==> src/rtl/rrtq_pkg.sv <==
// Package for the round-robin task queue: event codes, fixed field widths
// and the result beat layout. No dependencies.
package rrtq_pkg;

  localparam int unsigned ModeWidth   = 3;
  localparam int unsigned TaskIdWidth = 16;
  localparam int unsigned OutIdWidth  = 16;
  localparam int unsigned PidWidth    = 22;
  localparam int unsigned InDataWidth  = 48;
  localparam int unsigned OutDataWidth = 64;

  localparam logic [ModeWidth-1:0] ModeCreate = 3'd0;
  localparam logic [ModeWidth-1:0] ModeKill   = 3'd1;
  localparam logic [ModeWidth-1:0] ModeExit   = 3'd2;
  localparam logic [ModeWidth-1:0] ModeStop   = 3'd3;
  localparam logic [ModeWidth-1:0] ModeTick   = 3'd4;

  // Laid out so that the packed struct is the output beat, lowest field last.
  typedef struct packed {
    logic                  queue_full;
    logic                  queue_empty;
    logic                  activate;
    logic [PidWidth-1:0]   activate_pid;
    logic                  found;
    logic [PidWidth-1:0]   target_pid;
    logic [OutIdWidth-1:0] assigned_id;
  } rrtq_res_t;

endpackage

==> src/rtl/rrtq_mem.sv <==
// Task table storage: one write port and one read port with registered
// read data. Depends on nothing.
module rrtq_mem #(
  parameter int unsigned Depth = 16,
  parameter int unsigned Width = 38
) (
  input  logic                     clk_i,
  input  logic                     wr_en_i,
  input  logic [$clog2(Depth)-1:0] wr_addr_i,
  input  logic [Width-1:0]         wr_data_i,
  input  logic                     rd_en_i,
  input  logic [$clog2(Depth)-1:0] rd_addr_i,
  output logic [Width-1:0]         rd_data_o
);

  logic [Width-1:0] mem_q [Depth];
  logic [Width-1:0] rd_data_q;

  always_ff @(posedge clk_i) begin
    if (wr_en_i) begin
      mem_q[wr_addr_i] <= wr_data_i;
    end
  end

  always_ff @(posedge clk_i) begin
    if (rd_en_i) begin
      rd_data_q <= mem_q[rd_addr_i];
    end
  end

  assign rd_data_o = rd_data_q;

endmodule

==> src/rtl/rrtq_seq.sv <==
// Event sequencer: walks, compacts and rotates the task table in rrtq_mem
// one entry per cycle. Depends on rrtq_pkg.
module rrtq_seq #(
  parameter int unsigned Depth   = 16,
  parameter int unsigned IdWidth = 16
) (
  input  logic                                 clk_i,
  input  logic                                 rst_ni,
  input  logic                                 in_valid_i,
  output logic                                 in_ready_o,
  input  logic [rrtq_pkg::ModeWidth-1:0]       in_mode_i,
  input  logic [rrtq_pkg::TaskIdWidth-1:0]     in_task_id_i,
  input  logic [rrtq_pkg::PidWidth-1:0]        in_pid_i,
  output logic                                 wr_en_o,
  output logic [$clog2(Depth)-1:0]             wr_addr_o,
  output logic [IdWidth+rrtq_pkg::PidWidth-1:0] wr_data_o,
  output logic                                 rd_en_o,
  output logic [$clog2(Depth)-1:0]             rd_addr_o,
  input  logic [IdWidth+rrtq_pkg::PidWidth-1:0] rd_data_i,
  output logic                                 res_valid_o,
  input  logic                                 res_ready_i,
  output rrtq_pkg::rrtq_res_t                  res_o
);
  import rrtq_pkg::*;

  localparam int unsigned IdxW = $clog2(Depth);
  localparam int unsigned CntW = $clog2(Depth + 1);
  localparam int unsigned CmpW = (IdWidth > TaskIdWidth) ? IdWidth : TaskIdWidth;

  typedef enum logic [2:0] {
    StIdle, StStart, StScan, StMove, StHead, StAct, StActChk, StDone
  } state_e;

  state_e                 state_q, state_d;
  logic [ModeWidth-1:0]   mode_q, mode_d;
  logic [TaskIdWidth-1:0] tid_q, tid_d;
  logic [PidWidth-1:0]    pid_q, pid_d;
  logic [IdxW-1:0]        head_q, head_d;
  logic [CntW-1:0]        count_q, count_d;
  logic [IdWidth-1:0]     idc_q, idc_d;
  logic [CntW-1:0]        pos_q, pos_d;
  logic [IdxW-1:0]        slot_q, slot_d;
  rrtq_res_t              res_q, res_d;

  logic [IdWidth-1:0]  rd_id;
  logic [PidWidth-1:0] rd_pid;
  logic [IdxW-1:0]     slot_nx, slot_nx2, tail;
  logic [CntW:0]       tail_sum;
  logic                hit;

  function automatic logic [IdxW-1:0] slot_inc(input logic [IdxW-1:0] s);
    slot_inc = (s == IdxW'(Depth - 1)) ? '0 : s + IdxW'(1);
  endfunction

  assign rd_id    = rd_data_i[IdWidth+PidWidth-1:PidWidth];
  assign rd_pid   = rd_data_i[PidWidth-1:0];
  assign slot_nx  = slot_inc(slot_q);
  assign slot_nx2 = slot_inc(slot_nx);
  assign tail_sum = (CntW+1)'(head_q) + (CntW+1)'(count_q);
  assign tail     = (tail_sum >= (CntW+1)'(Depth)) ? IdxW'(tail_sum - (CntW+1)'(Depth))
                                                   : IdxW'(tail_sum);
  assign hit      = (mode_q == ModeKill) ? (CmpW'(rd_id) == CmpW'(tid_q))
                                         : (rd_pid == pid_q);

  always_comb begin
    state_d = state_q;
    mode_d  = mode_q;
    tid_d   = tid_q;
    pid_d   = pid_q;
    head_d  = head_q;
    count_d = count_q;
    idc_d   = idc_q;
    pos_d   = pos_q;
    slot_d  = slot_q;
    res_d   = res_q;
    rd_en_o   = 1'b0;
    rd_addr_o = slot_q;
    wr_en_o   = 1'b0;
    wr_addr_o = slot_q;
    wr_data_o = rd_data_i;

    unique case (state_q)
      StIdle: begin
        if (in_valid_i) begin
          mode_d  = in_mode_i;
          tid_d   = in_task_id_i;
          pid_d   = in_pid_i;
          res_d   = '0;
          state_d = StStart;
        end
      end
      StStart: begin
        pos_d  = '0;
        slot_d = head_q;
        unique case (mode_q)
          ModeCreate: begin
            if (count_q == CntW'(Depth)) begin
              res_d.queue_full = 1'b1;
            end else begin
              wr_en_o   = 1'b1;
              wr_addr_o = tail;
              wr_data_o = {idc_q, pid_q};
              res_d.assigned_id = OutIdWidth'(idc_q);
              count_d = count_q + CntW'(1);
              idc_d   = (&idc_q) ? IdWidth'(1) : idc_q + IdWidth'(1);
            end
            state_d = StDone;
          end
          ModeKill, ModeExit: begin
            if (count_q == '0) begin
              state_d = (mode_q == ModeKill) ? StDone : StAct;
            end else begin
              rd_en_o   = 1'b1;
              rd_addr_o = head_q;
              state_d   = StScan;
            end
          end
          ModeStop, ModeTick: begin
            if (count_q == '0) begin
              state_d = (mode_q == ModeStop) ? StAct : StDone;
            end else begin
              rd_en_o   = 1'b1;
              rd_addr_o = head_q;
              state_d   = StHead;
            end
          end
          default: state_d = StDone;
        endcase
      end
      StScan: begin
        if (hit) begin
          res_d.found       = 1'b1;
          res_d.assigned_id = OutIdWidth'(rd_id);
          if (mode_q == ModeKill) begin
            res_d.target_pid = rd_pid;
            state_d = StDone;
          end else begin
            count_d = count_q - CntW'(1);
            if (pos_q < count_q - CntW'(1)) begin
              rd_en_o   = 1'b1;
              rd_addr_o = slot_nx;
              state_d   = StMove;
            end else begin
              state_d = StAct;
            end
          end
        end else begin
          pos_d  = pos_q + CntW'(1);
          slot_d = slot_nx;
          if (pos_q + CntW'(1) < count_q) begin
            rd_en_o   = 1'b1;
            rd_addr_o = slot_nx;
          end else begin
            state_d = (mode_q == ModeKill) ? StDone : StAct;
          end
        end
      end
      StMove: begin
        wr_en_o   = 1'b1;
        wr_addr_o = slot_q;
        wr_data_o = rd_data_i;
        pos_d  = pos_q + CntW'(1);
        slot_d = slot_nx;
        if (pos_q + CntW'(1) < count_q) begin
          rd_en_o   = 1'b1;
          rd_addr_o = slot_nx2;
        end else begin
          state_d = StAct;
        end
      end
      StHead: begin
        if (mode_q == ModeStop) begin
          if (rd_pid == pid_q) begin
            wr_en_o   = 1'b1;
            wr_addr_o = tail;
            wr_data_o = rd_data_i;
            head_d    = slot_inc(head_q);
            res_d.found = 1'b1;
          end
          state_d = StAct;
        end else begin
          res_d.assigned_id = OutIdWidth'(rd_id);
          res_d.target_pid  = rd_pid;
          state_d = StDone;
        end
      end
      StAct: begin
        if (count_q == '0) begin
          state_d = StDone;
        end else begin
          rd_en_o   = 1'b1;
          rd_addr_o = head_q;
          state_d   = StActChk;
        end
      end
      StActChk: begin
        res_d.activate     = 1'b1;
        res_d.activate_pid = rd_pid;
        state_d = StDone;
      end
      StDone: begin
        if (res_ready_i) begin
          state_d = StIdle;
        end
      end
      default: state_d = StIdle;
    endcase
  end

  always_ff @(posedge clk_i or negedge rst_ni) begin
    if (!rst_ni) begin
      state_q <= StIdle;
      head_q  <= '0;
      count_q <= '0;
      idc_q   <= IdWidth'(1);
    end else begin
      state_q <= state_d;
      head_q  <= head_d;
      count_q <= count_d;
      idc_q   <= idc_d;
    end
  end

  always_ff @(posedge clk_i) begin
    mode_q <= mode_d;
    tid_q  <= tid_d;
    pid_q  <= pid_d;
    pos_q  <= pos_d;
    slot_q <= slot_d;
    res_q  <= res_d;
  end

  assign in_ready_o  = (state_q == StIdle);
  assign res_valid_o = (state_q == StDone);

  always_comb begin
    res_o = res_q;
    res_o.queue_empty = (count_q == '0);
  end

  a_count_bound : assert property (@(posedge clk_i) disable iff (!rst_ni)
    count_q <= CntW'(Depth))
    else $error("task count exceeds table depth");

  a_head_bound : assert property (@(posedge clk_i) disable iff (!rst_ni)
    head_q <= IdxW'(Depth - 1))
    else $error("head slot out of range");

  a_idc_nonzero : assert property (@(posedge clk_i) disable iff (!rst_ni)
    idc_q != '0)
    else $error("id counter reached zero");

  a_no_rw_clash : assert property (@(posedge clk_i) disable iff (!rst_ni)
    (wr_en_o && rd_en_o) |-> (wr_addr_o != rd_addr_o))
    else $error("read and write hit the same slot");

  a_idle_no_write : assert property (@(posedge clk_i) disable iff (!rst_ni)
    (state_q == StIdle || state_q == StDone) |-> !wr_en_o)
    else $error("table written outside an event");

endmodule

==> src/rtl/round_robin_task_queue.sv <==
// Round-robin task queue, top level: stream ports, task table storage,
// event sequencer and the output beat register. Depends on rrtq_pkg,
// rrtq_mem and rrtq_seq.
//
// One input beat is one scheduler event and yields exactly one output beat.
// Events run one at a time against a single-port-read task table. Lookup
// walks the table one entry per cycle; exit walks and compacts the table in
// the same pass. The output register lets the next event be accepted while
// a result still waits on the master side.
module round_robin_task_queue #(
  parameter int unsigned TABLE_DEPTH = 16,
  parameter int unsigned ID_WIDTH    = 16
) (
  input  logic                               clk_i,
  input  logic                               rst_ni,
  input  logic                               s_axis_tvalid_i,
  output logic                               s_axis_tready_o,
  // [2:0] mode, [18:3] task_id, [40:19] process_id, [47:41] zero
  input  logic [rrtq_pkg::InDataWidth-1:0]   s_axis_tdata_i,
  output logic                               m_axis_tvalid_o,
  input  logic                               m_axis_tready_i,
  // [15:0] assigned_id, [37:16] target_pid, [38] found, [60:39] activate_pid,
  // [61] activate, [62] queue_empty, [63] queue_full
  output logic [rrtq_pkg::OutDataWidth-1:0]  m_axis_tdata_o
);
  import rrtq_pkg::*;

  localparam int unsigned IdxW = $clog2(TABLE_DEPTH);
  localparam int unsigned EntW = ID_WIDTH + PidWidth;

  logic            wr_en, rd_en;
  logic [IdxW-1:0] wr_addr, rd_addr;
  logic [EntW-1:0] wr_data, rd_data;
  logic            res_valid, res_ready;
  rrtq_res_t       res;
  rrtq_res_t       out_q;
  logic            out_valid_q;

  rrtq_mem #(
    .Depth (TABLE_DEPTH),
    .Width (EntW)
  ) u_mem (
    .clk_i     (clk_i),
    .wr_en_i   (wr_en),
    .wr_addr_i (wr_addr),
    .wr_data_i (wr_data),
    .rd_en_i   (rd_en),
    .rd_addr_i (rd_addr),
    .rd_data_o (rd_data)
  );

  rrtq_seq #(
    .Depth   (TABLE_DEPTH),
    .IdWidth (ID_WIDTH)
  ) u_seq (
    .clk_i        (clk_i),
    .rst_ni       (rst_ni),
    .in_valid_i   (s_axis_tvalid_i),
    .in_ready_o   (s_axis_tready_o),
    .in_mode_i    (s_axis_tdata_i[2:0]),
    .in_task_id_i (s_axis_tdata_i[18:3]),
    .in_pid_i     (s_axis_tdata_i[40:19]),
    .wr_en_o      (wr_en),
    .wr_addr_o    (wr_addr),
    .wr_data_o    (wr_data),
    .rd_en_o      (rd_en),
    .rd_addr_o    (rd_addr),
    .rd_data_i    (rd_data),
    .res_valid_o  (res_valid),
    .res_ready_i  (res_ready),
    .res_o        (res)
  );

  assign res_ready = !out_valid_q || m_axis_tready_i;

  always_ff @(posedge clk_i or negedge rst_ni) begin
    if (!rst_ni) begin
      out_valid_q <= 1'b0;
    end else if (res_ready) begin
      out_valid_q <= res_valid;
    end
  end

  always_ff @(posedge clk_i) begin
    if (res_ready && res_valid) begin
      out_q <= res;
    end
  end

  assign m_axis_tvalid_o = out_valid_q;
  assign m_axis_tdata_o  = out_q;

endmodule
==> config.mk <==
export PLATFORM = sky130hd
export DESIGN_NAME = round_robin_task_queue
export DESIGN_NICKNAME = d
export VERILOG_FILES = /design/src/rtl/rrtq_pkg.sv /design/src/rtl/rrtq_mem.sv /design/src/rtl/rrtq_seq.sv /design/src/rtl/round_robin_task_queue.sv
export SDC_FILE = /design/constraint.sdc
export NUM_CORES = 1
export LEC_CHECK = 0
export BUFFER_PORTS_ARGS = -buffer_cell sky130_fd_sc_hd__buf_2
export CAP_MARGIN = 20
export CORE_ASPECT_RATIO = 0.75
export CORE_MARGIN = 2
export CORE_UTILIZATION = 45
export DETAILED_ROUTE_END_ITERATION = 16
export GPL_TIMING_DRIVEN = 1
export SYNTH_ARGS = -nofsm -noshare
export SYNTH_HDL_FRONTEND = slang
export SYNTH_SLANG_ARGS = --single-unit
==> constraint.sdc <==
create_clock -name clk_i -period 9.95 [get_ports clk_i]
set_input_delay 1.99 -clock clk_i [delete_from_list [all_inputs] [get_ports clk_i]]
set_output_delay 1.99 -clock clk_i [all_outputs]
set_load 0.02 [all_outputs]
==> results.cfg <==
[sta]
period_minus_slack_ns = 5.95
clock-skew-final_ns = 0.0230
timing.final.hold_violations = 0
rsz_0062_raised_after_global_routing = false
report.final.slew_viol_count = 0
min_period_over_period_pct = 59.8
slew_headroom_pct = 27.4
timing.fmax_mhz = 168
worst_max_slew_pin_slew_ns = 1.09
timing.hold.ws_ns = 0.416
setup_viol_count_final = 0
tns_ns = 0

[floorplanning]
design.core.area_um2 = 75400
die-height_um = 243
boundaryPins = 118
fp.dieArea_um2 = 78600
row_count = 87
floorplan.die.width_um = 323
initial_core_util_pct = 45.6

[grt]
grtUsageTotal_pct = 22.1
first_global_vias = 20400
grt_max_degree = 224
initial_antenna_violation_count = 1
grt_first_pass_wirelength_um = 128000
total_grt_overflow = 0

[drt]
via_count = 21400
routed_via_density = 5.72
wire_per_inst_um = 23.5
antenna_violating_nets_post_route = 0
initialDrtViolationCount = 2570
wl_um = 87800
residual_drc = 0
dr.pass1.iters = 6

[critical_path]
cp.required_ns = 10.38
worst_setup_path_start_kind = flop
critical_path.endpoint_type = flop
worstSetupPathType = reg -> reg
worstPathMaxFanout = 62
worstPathArrival_ns = 6.38

[clocking]
cts_repair_resize_count = 0
clock_tree.buffer_depth = 3
cts_tree = done
clock_insertion_delay_worst_skew_ns = 0.63
cts.reportedPaths.clkPinSlew_ns = 0.06
post-cts-setup-buffers = 0
cts.htree.levels = 3
clock_buffers_created_by_tritoncts = 83
numClockSinks = 852
cts_hold_repair.buffers = 0
cts_root_buf = clkbuf_16

[cells_and_area]
syn_to_final_growth_pct = 12.3
drive_above_1_share_pct = 11.9
antenna_cells = 0
finish.cell_count_without_fillers = 3736
fillerInstances = 6256
finalNetCount = 2719

[synthesis]
seq_area_frac_synth_pct = 74.0
xor_xnor_portion_of_the_synthesized_cell_area_pct = 1.71
post_synth.cell_area_avg_um2 = 13.4
yosys.cell_types.count = 63
syn-cell-area_um2 = 34400
share_of_the_synthesized_area_in_compound_gates_ao_oa_aoi_oai_pct = 9.10
simple_gate_fraction_of_synth_area_pct = 11.9
mappedNetlistNets = 2639
dominant_combinational_cell_family_by_area_after_synthesis = simple AND/OR/NAND/NOR gates
postSynthCellCount = 2567
number_of_enable_type_register_cells_in_the_synthesized_netlist = 823
ys_warn_count = 0
synth_async_sr_flop_share_pct = 3.40
ys.flop_type = edfxtp_1
synthAdderAreaFrac_pct = 0.750
yosys-mux-area-fraction_pct = 0.0910
yosys_register_bits = 852

[min_path]
worstHoldPathType = reg -> reg

[power_and_ir_drop]
power.ir.vdd_worst_v = 0.000569
power_per_cell_area_nw_per_um2 = 339
power_leakage_uw = 0.0130

[run]
maxCapViolCount = 0

[placed_design]
dp.cells = 3584
gp_congestion = 0.837
dp_hpwl_um = 47300
io_buffers = 110

[run_status]
run_status = finished clean
## through the flow
| stage | cell area [µm²] | worst slack [ns] | power (µW) | utilization, % |
|---|---|---|---|---|
| final | 38600 | 4.00 | 13100 | 51.2 |
| after global routing | 38600 | 3.69 | 13800 | 51.2 |
| after CTS | 38600 | 4.09 | 13100 | 51.2 |
| after global placement | 35900 | 4.20 | 9830 | 47.6 |
| after floorplan | 34400 | 4.32 | 8570 | - |
| after detailed placement | 35900 | 4.10 | 10000 | 47.7 |
## state kept, by name, summed over array words and instances (netlist names)
register,count
m_axis_tdata_o,64
m_axis_tvalid_o,1
u_mem.mem_q,608
u_mem.rd_data_o,38
u_seq.count_q,5
u_seq.head_q,4
u_seq.idc_q,16
u_seq.mode_q,3
u_seq.pid_q,22
u_seq.pos_q,5
u_seq.res_o,63
u_seq.slot_q,4
u_seq.state_q,3
u_seq.tid_q,16
## final cells by class
cell class                      instances  area, µm²  share of cell area, %
Inverter                               19       71.3                  0.185
Timing Repair Buffer                  149        876                   2.27
Tap cell                             1023       1280                   3.32
Sequential cell                       852      25400                   65.9
Clock buffer                          106       2290                   5.93
Multi-Input combinational cell       1542       8290                   21.5
Clock inverter                         45        354                  0.917
## metal layers
metal  GRT usage (%)  share of wire [%]
met4            5.79                2.2
met2            33.1                 45
met3            5.19                9.6
met1            32.4                 44
met5               0                  0
## layout by cell type (no fill, tap or decap), drive strengths merged, types with 28 or more instances in the layout
cell    instances
clkbuf        106
o21ai          28
nand3          64
and2           52
nand2         549
a221oi         78
nor2          205
xor2           29
buf           149
dfrtp          28
o22ai          38
nor3           57
xnor2          38
o211ai         39
a21oi         250
clkinv         36
edfxtp        823
## cell families after synthesis
kind of cell | Yosys count
compound gates | 482
flops | 852
buf+inv | 173
fa+ha+maj | 20
simple gates | 970
mux | 3
xor+xnor | 67
## Yosys cell counts, types with 4 or more instances
cell type  instances  share of area (%)
a21oi_1          248                3.6
a221oi_1          58                1.5
a221oi_2          20               0.87
a22o_1            16               0.41
a31oi_1           12               0.22
and2_1            51               0.93
and3_1            10               0.18
buf_1              7              0.076
buf_2             51               0.74
buf_4              7               0.15
buf_6             10               0.33
clkbuf_1          78               0.85
dfrtp_1           28                2.0
edfxtp_1         823                 72
ha_1              19               0.69
inv_1             18               0.20
nand2_1          549                6.0
nand2b_1           4              0.073
nand3_1           63               0.92
nand4_1           10               0.18
nor2_1           203                2.2
nor3_1            55               0.80
nor4_1             5              0.091
o211ai_1          39               0.85
o21ai_0           26               0.38
o22ai_1           38               0.69
xnor2_1           38               0.97
xor2_1            29               0.74
## worst max-delay path: stages (launching register included)
cell,delay (ns)
dfrtp_1,0.42
inv_1,0.18
ha_1,0.23
nor3b_2,0.42
nand2_1,0.19
inv_2,0.18
nor2_1,0.07
ha_1,0.29
nand2_1,0.07
a21oi_1,0.04
a211oi_1,0.51
and3_1,0.35
nor4_4,0.07
nor2_4,0.13
buf_4,0.72
buf_4,0.83
nor2_4,0.01
buf_4,0.35
nand3_1,0.16
o211ai_1,0.10
o22ai_1,0.28
## power breakdown
group          leakage [µW]  switching, µW  internal (µW)
Sequential          0.00787            346           4960
Combinational       0.00383           3390           1300
Clock               0.00129           1300           1780
Total                0.0130           5040           8040
## final timing paths
kind,startpoint,to,slack [ns],cells past startpoint
worst min register to register,u_seq.res_o[25],m_axis_tdata_o[25],0.42,0
worst min-delay path,u_seq.res_o[25],m_axis_tdata_o[25],0.42,0
worst max-delay path,u_seq.count_q[1],u_mem.rd_data_o[33],4.00,20
min in group asynchronous,rst_ni,u_seq.head_q[1],1.42,1
max in group asynchronous,rst_ni,u_seq.idc_q[10],8.02,1
worst max register to register,u_seq.count_q[1],u_mem.rd_data_o[33],4.00,20
Power figures use the tool's default switching activity.
